`config.mk`:
```
export PLATFORM = sky130hd
export DESIGN_NAME = atc_front
export DESIGN_NICKNAME = d
export VERILOG_FILES = /design/src/rtl/atc_pkg.sv /design/src/rtl/atc_front.sv
export SDC_FILE = /design/constraint.sdc
export NUM_CORES = 1
export LEC_CHECK = 0
export BUFFER_PORTS_ARGS = -buffer_cell sky130_fd_sc_hd__buf_2
export CORE_ASPECT_RATIO = 1.5
export CORE_UTILIZATION = 55
export DETAILED_ROUTE_END_ITERATION = 8
export HOLD_SLACK_MARGIN = 0.12
export PLACE_DENSITY = 0.87
export SLEW_MARGIN = 20
export SYNTH_ARGS = -nofsm -noshare
export SYNTH_HDL_FRONTEND = slang
export SYNTH_SLANG_ARGS = --single-unit
```
`constraint.sdc`:
```
create_clock -name aclk -period 3.9 [get_ports aclk]
set_clock_uncertainty 0.05 [all_clocks]
set_input_delay 0.78 -clock aclk [delete_from_list [all_inputs] [get_ports aclk]]
set_output_delay 0.78 -clock aclk [all_outputs]
set_load 0.01 [all_outputs]
```
`src/rtl/atc_pkg.sv`:
```
// Shared constants, types and helpers of the ANSI text console.
// Depends on nothing; every other file imports it.
`timescale 1ns / 1ps
`default_nettype none

package atc_pkg;

    // Screen geometry and escape parameter limits.
    localparam int COLS      = 80;
    localparam int ROWS      = 25;
    localparam int CELLS     = COLS * ROWS;
    localparam int MAX_SLOT  = 10;
    localparam int NUM_SLOTS = MAX_SLOT + 1;

    localparam int ROW_W  = $clog2(ROWS);
    localparam int COL_W  = $clog2(COLS);
    localparam int ADDR_W = 11;
    localparam int SLOT_W = $clog2(NUM_SLOTS);
    localparam int NUM_W  = 16;
    localparam int CELL_W = 14;

    // Byte classes found by the front end.
    typedef enum logic [2:0] {
        CLS_READ  = 3'd0,
        CLS_ESC   = 3'd1,
        CLS_LF    = 3'd2,
        CLS_CR    = 3'd3,
        CLS_BS    = 3'd4,
        CLS_DEL   = 3'd5,
        CLS_PRINT = 3'd6,
        CLS_CTRL  = 3'd7
    } cls_t;

    // One queued item.
    typedef struct packed {
        cls_t              cls;
        logic [7:0]        data;
        logic [ADDR_W-1:0] addr;
    } item_t;

    // Cursor after one step back.
    typedef struct packed {
        logic             ok;
        logic [ROW_W-1:0] row;
        logic [COL_W-1:0] col;
    } back_t;

    // One step back, wrapping to the end of the row above.
    function automatic back_t step_back(input logic [ROW_W-1:0] row,
                                        input logic [COL_W-1:0] col);
        back_t r;
        r.ok  = 1'b1;
        r.row = row;
        r.col = col;
        if (col != '0) begin
            r.col = col - 1'b1;
        end else if (row != '0) begin
            r.row = row - 1'b1;
            r.col = COL_W'(COLS - 1);
        end else begin
            r.ok = 1'b0;
        end
        return r;
    endfunction

    // Linear cell address of a screen position.
    function automatic logic [ADDR_W-1:0] cell_at(input logic [ROW_W-1:0] row,
                                                  input logic [COL_W-1:0] col);
        return ADDR_W'(32'(row) * COLS + 32'(col));
    endfunction

endpackage

`default_nettype wire

```
`src/rtl/atc_front.sv`:
```
// Front end: accepts input beats, classifies the byte and queues up to two items.
// Depends on atc_pkg.
`timescale 1ns / 1ps
`default_nettype none

module atc_front (
    input  wire logic          aclk,
    input  wire logic          aresetn,
    input  wire logic          s_tvalid,
    output logic               s_tready,
    input  wire logic [23:0]   s_tdata,   // byte_in [7:0], cell_address [18:8]
    input  wire logic          s_tuser,   // action
    output logic               q_valid,
    output atc_pkg::item_t     q_item,
    input  wire logic          q_pop
);
    import atc_pkg::*;

    item_t      slot_reg [2];
    logic [1:0] count_reg, count_next;
    logic       wr_reg, rd_reg;
    item_t      in_item;
    logic       push;

    // Classify the incoming byte.
    always_comb begin
        in_item.data = s_tdata[7:0];
        in_item.addr = s_tdata[18:8];
        if (s_tuser) begin
            in_item.cls = CLS_READ;
        end else begin
            case (s_tdata[7:0])
                8'h1B:   in_item.cls = CLS_ESC;
                8'h0A:   in_item.cls = CLS_LF;
                8'h0D:   in_item.cls = CLS_CR;
                8'h08:   in_item.cls = CLS_BS;
                8'h7F:   in_item.cls = CLS_DEL;
                default: in_item.cls = (s_tdata[7:0] >= 8'h20 && s_tdata[7:0] <= 8'h7E)
                                       ? CLS_PRINT : CLS_CTRL;
            endcase
        end
    end

    assign s_tready = (count_reg != 2'd2);
    assign push     = s_tvalid && s_tready;
    assign q_valid  = (count_reg != 2'd0);
    assign q_item   = slot_reg[rd_reg];

    always_comb begin
        count_next = count_reg;
        if (push && !q_pop) begin
            count_next = count_reg + 2'd1;
        end else if (!push && q_pop) begin
            count_next = count_reg - 2'd1;
        end
    end

    // Queue pointers and storage.
    always_ff @(posedge aclk) begin
        if (!aresetn) begin
            count_reg <= 2'd0;
            wr_reg    <= 1'b0;
            rd_reg    <= 1'b0;
        end else begin
            count_reg <= count_next;
            if (push) begin
                wr_reg <= ~wr_reg;
            end
            if (q_pop) begin
                rd_reg <= ~rd_reg;
            end
        end
        if (push) begin
            slot_reg[wr_reg] <= in_item;
        end
    end

endmodule

`default_nettype wire

```
==> flow_summary_export.csv, run 1 <==
group,metric,value,unit
layout,diodes,0,
sta,whs,0.493,ns
logic_synthesis,syn_nets,140,
clock_tree,cts_setup_buffers,0,
setup_path,cp-start-kind,"flop",
floorplanning,io_pins,53,
placed_design,portBuffers,47,
sta,post-route-period-util,66.7,%
power_and_ir_drop,vdd_drop_max,0.000411,V
logic_synthesis,ys.flop_type,"edfxtp_1",
layout,largest_reg_flops,44,
sta,slew_headroom,35.1,%
route,vias,1104,
sta,finalSetupViolCount,0,
layout,final_common_cell,"buf_2",
global_route,grt_pass1_vias,1149,
logic_synthesis,async_flop_share,0,%
global_route,antenna_found_initial,0,
layout,area_growth,20.5,%
clock_tree,cts_resized,0,
logic_synthesis,synth_enable_flop_cells,44,
logic_synthesis,yosys.area.top_type,"edfxtp_1",
layout,finalNetCount,192,
clock_tree,htreeDepth,2,
clock_tree,clk_latency,0.29,ns
setup_path,crit_required,3.07,ns
global_route,grt_pass1_wl,5.07,mm
logic_synthesis,yosysUniqueCellTypes,26,
sta,slew_viol_final,0,
logic_synthesis,synth_area_per_cell,17.5,µm²
layout,drive_above_1_share,50.3,%
logic_synthesis,synthTopCellsByArea,"edfxtp_1 69%, mux2_2 13%, dfxtp_1 5.2%, and2_1 1.3%, xnor2_1 0.91%",
global_route,track_usage,19.1,%
job,maxCapViolCount,0,
sta,hold_viol,0,
power_and_ir_drop,power.density,524,nW/µm²
sta,setup_tns,0,ns
clock_tree,hold_buffers,0,
layout,final_cell_mix,"47 x buf_2, 44 x edfxtp_1, 22 x mux2_2",
floorplanning,rows,26,
sta,grt_setup_unrepaired,"no",
floorplanning,fp.dieH,74.5,µm
setup_path,worstPathArrival,1.77,ns
setup_path,criticalPathCategory,"reg2out",
floorplanning,die_w,50.3,µm
global_route,globalRoute.totalOverflow,0,
power_and_ir_drop,finalPower,1.22,mW
outcome,outcome,"complete, no violations",
clock_tree,clk_pin_slew_worst_paths,0.08,ns
logic_synthesis,synth_top_area_share,68.6,%
route,wirelength,3.20,mm
sta,fmax,0.385,GHz
sta,tightestPinTransition,0.973,ns
min_path,hp-class,"reg2reg",
placed_design,dp_hpwl,2.25,mm
global_route,grt_max_degree,23,
sta,min_period,2.60,ns
logic_synthesis,synth_warnings,0,
clock_tree,numCtsBuffers,5,
clock_tree,cts_root_buffer,"clkbuf_8",
route,firstDrtPassIters,4,
route,final_antenna_net_count,0,
route,detail_route.drc_violations,0,
route,drt_first_iter_violations,35,
floorplanning,die_area,3750,µm²
logic_synthesis,netlist_area,1930,µm²
clock_tree,tritoncts,"yes",
route,route.detailed.wl_per_inst,15.6,µm
route,viasPerCell,5.39,
setup_path,crit_path_max_fanout,22,
power_and_ir_drop,p_leak,0.884,nW
floorplanning,initial_core_util,56.9,%
logic_synthesis,syn_inst,110,
clock_tree,clock_sinks,49,
floorplanning,core_area,3380,µm²
placed_design,globalplace.congestion,0.887,
logic_synthesis,seq_area_frac_synth,73.8,%
setup_path,cp-end-kind,"primary output",
logic_synthesis,synth-seq-cells,49,
clock_tree,clk_path_buf_depth,2,
layout make-up:
cell class                      instances  area, µm²
Sequential cell                        49       1420
Fill cell                             249       1060
Multi-Input combinational cell         56        490
Timing Repair Buffer                   47        235
Clock buffer                            5       68.8
Tap cell                               42       52.6
Clock inverter                          3       41.3
Inverter                                3       11.3
worst paths after layout:
check               startpoint               to  slack (ns)  cells past startpoint
setup / recovery          flop       q_item[20]        1.30                      2
hold / removal    count_reg[1]     count_reg[1]        0.49                      2
setup reg to reg  count_reg[0]  slot_reg[1][13]        2.09                      2
hold reg to reg   count_reg[1]     count_reg[1]        0.49                      2
metal layers:
layer / wire length (µm) / vias to the layer above / share of wire [%] / global-route usage (%)
met5: 0 / - / 0 / 0
met4: 82 / 0 / 2.6 / 10.2
met3: 190 / 11 / 5.9 / 4.70
met2: 1730 / 55 / 54 / 35.1
met1: 1190 / 516 / 37 / 19.8
li1: - / 522 / - / -
Yosys cell counts, types with 2 or more instances:
master / count
nor2_1: 4
nand3_1: 2
buf_2: 2
xnor2_1: 2
a21oi_1: 3
edfxtp_1: 44
inv_1: 3
xor2_1: 2
o21ai_0: 2
or3_1: 2
mux2_2: 22
and2_1: 4
dfxtp_1: 5
worst max-delay path, cell delays in order (launching register included):
cell	delay, ns
dfxtp_1	0.92
mux2_2	0.42
buf_2	0.14
through the flow:
stage / cells / area [µm²] / util (%) / setup WS, ns
final: 205 / 2320 / 68.6 / 1.30
after global routing: 205 / 2320 / 68.6 / 1.16
after CTS: 205 / 2320 / 68.5 / 1.23
after detailed placement: 197 / 2210 / 65.2 / 1.53
after global placement: 197 / 2210 / 65.2 / 1.58
after floorplan: 110 / 1930 / - / 1.64
cells by family (layout without fill, tap and decap cells):
kind of cell	Yosys count	after routing	synth area share, %
AOI/OAI and AO/OA	9	9	3.25
xor gates and xnor gates	4	4	1.82
adders and majority gates	1	1	0.650
buffers and inverters	5	58	1.10
DFF	49	49	73.8
muxes	22	22	12.9
and+or+nand+nor	20	20	6.50
where the power goes:
part           switching, mW  internal, mW  total (mW)  leakage [nW]
registers             0.0278         0.645       0.673         0.453
logic                  0.105        0.0946       0.199         0.379
clock network          0.155         0.189       0.343        0.0518
Note: power is estimated with default switching activity, not from simulation.
==> run 2, diff against run 1 <==
--- a/config.mk
+++ b/config.mk
@@ -7,10 +7,10 @@
 export LEC_CHECK = 0
 export BUFFER_PORTS_ARGS = -buffer_cell sky130_fd_sc_hd__buf_2
 export CORE_ASPECT_RATIO = 1.5
-export CORE_UTILIZATION = 55
+export CORE_UTILIZATION = 51
 export DETAILED_ROUTE_END_ITERATION = 8
 export HOLD_SLACK_MARGIN = 0.12
-export PLACE_DENSITY = 0.87
+export PLACE_DENSITY = 0.82
 export SLEW_MARGIN = 20
 export SYNTH_ARGS = -nofsm -noshare
 export SYNTH_HDL_FRONTEND = slang
==> constraint.sdc (replaced) <==
create_clock -name aclk -period 2.7 [get_ports aclk]
set_clock_uncertainty 0.05 [all_clocks]
set_input_delay 0.54 -clock aclk [delete_from_list [all_inputs] [get_ports aclk]]
set_output_delay 0.54 -clock aclk [all_outputs]
set_load 0.01 [all_outputs]
==> run 2 against run 1 <==
Combinational power up 52%; cell count up 1.5%; register-to-register slack worse by 1.1 ns; clock power up 10%; total power up 35%; setup slack worse by 0.83 ns; sequential share of layout area up 0.40 points; global-route usage down 1.2 points; routed wire length up 0.47%; sequential cell count unchanged; design area down 0.65%; die area up 7.6%; critical endpoint is now q_item[19]; largest power group unchanged.
==> flow_summary_export.csv, run 2 (synthesized netlist as in run 1, its figures left out) <==
group,metric,value,unit
setup_path,crit_slowest_cell,"dfxtp_1",
sta,slew_headroom,75.8,%
global_route,grt_pass1_wl,5.15,mm
layout,final_common_cell,"buf_2",
placed_design,globalplace.congestion,0.815,
sta,finalSetupViolCount,0,
route,vias,1101,
layout,multi_input_area,485,µm²
layout,area_growth,19.8,%
floorplanning,initial_core_util,52.8,%
clock_tree,htreeDepth,2,
setup_path,crit_required,2.11,ns
clock_tree,cts_root_buffer,"clkbuf_8",
power_and_ir_drop,vdd_drop_max,0.000459,V
route,firstDrtPassIters,4,
sta,setup_tns,0,ns
floorplanning,rows,27,
route,wirelength,3.21,mm
sta,hold_viol,0,
setup_path,max_stage_delay,0.54,ns
placed_design,portBuffers,47,
floorplanning,die_area,4030,µm²
layout,final_core_util,63.2,%
floorplanning,io_pins,53,
clock_tree,cts_resized,0,
sta,slew_viol_final,0,
clock_tree,clk_path_buf_depth,2,
sta,post-route-period-util,82.7,%
global_route,track_usage,17.9,%
clock_tree,clk_latency,0.29,ns
power_and_ir_drop,p_leak,0.885,nW
setup_path,worstPathArrival,1.64,ns
sta,whs,0.393,ns
route,drt_first_iter_violations,34,
global_route,grt_max_degree,23,
setup_path,path_cells,"buf_4, mux2_2, buf_2",
power_and_ir_drop,power.density,713,nW/µm²
route,route.detailed.wl_per_inst,15.4,µm
layout,final_cell_mix,"47 x buf_2, 44 x edfxtp_1, 22 x mux2_2",
clock_tree,numCtsBuffers,5,
layout,finalNetCount,195,
clock_tree,tritoncts,"yes",
clock_tree,clock_sinks,49,
layout,register_area,1420,µm²
setup_path,cp-end-kind,"primary output",
route,detail_route.drc_violations,0,
setup_path,crit_path_max_fanout,15,
setup_path,cp-start-kind,"flop",
floorplanning,core_area,3650,µm²
clock_tree,cts_setup_buffers,0,
min_path,hp-class,"in2reg",
outcome,outcome,"complete, no violations",
power_and_ir_drop,finalPower,1.64,mW
floorplanning,die_w,52.2,µm
sta,fmax,0.448,GHz
global_route,grt_pass1_vias,1139,
layout,drive_above_1_share,50.3,%
route,final_antenna_net_count,0,
layout,n_fill_cell,282,
global_route,antenna_found_initial,0,
placed_design,dp_hpwl,2.33,mm
clock_tree,hold_buffers,0,
job,maxCapViolCount,0,
floorplanning,fp.dieH,77.3,µm
sta,grt_setup_unrepaired,"no",
layout,diodes,0,
global_route,globalRoute.totalOverflow,0,
sta,min_period,2.23,ns
layout,largest_reg_flops,44,
clock_tree,clk_pin_slew_worst_paths,0.07,ns
sta,tightestPinTransition,0.362,ns
setup_path,criticalPathCategory,"reg2out",
route,viasPerCell,5.29,
[run 2: cell count changes in the layout (fill, tap and decap cells not counted)]
cell / change
buf_4: +3
clkbuf_1: +1
clkinvlp_4: -1
bufinv_16: -1
nor2_4: -1
nor2_2: +1
[run 2: path summary, 6_finish.rpt]
kind                 from             end  slack (ns)  cells after the start
min           s_tdata[13]  slot_reg[1][5]        0.39                      1
min reg2reg  count_reg[1]    count_reg[1]        0.47                      2
max                  flop      q_item[19]        0.47                      3
max reg2reg  count_reg[0]    count_reg[1]        1.01                      6
[run 2: final cells by class]
type,instances,area share (%)
Tap cell,43,2.33
Clock buffer,6,3.15
Multi-Input combinational cell,56,21.1
Clock inverter,1,0.163
Timing Repair Buffer,50,11.2
Inverter,3,0.488
Sequential cell,49,61.6
[run 2: layer usage]
metal  part of all wire (%)  wire, µm  vias to the layer above  GRT usage, %
met5                      0         0                        -             0
met3                    5.8       185                        8          4.96
met1                     36      1170                      527          19.6
li1                       -         -                      523             -
met4                    2.1        66                        0          7.63
met2                     56      1790                       43          31.2
[run 2: worst max-delay path, delay by kind of cell, from the launching register on]
family	cells	cell delay, ns
buf+inv	2	0.44
flops	1	0.54
mux	1	0.37
[run 2: metrics by stage]
| step | instance area (µm²) | std cells | worst slack (ns) |
|---|---|---|---|
| after detailed placement | 2230 | 201 | 0.716 |
| final | 2310 | 208 | 0.468 |
| after CTS | 2310 | 208 | 0.434 |
| after floorplan | 1930 | 110 | 0.623 |
| after global routing | 2310 | 208 | 0.381 |
| after global placement | 2230 | 201 | 0.769 |
[run 2: where the power goes]
part           total (mW)  internal, mW  leakage (nW)  switching [mW]
combinational       0.303         0.143         0.394           0.160
sequential          0.962         0.931         0.453          0.0312
clock               0.379         0.175        0.0387           0.204
total                1.64          1.25         0.885           0.395
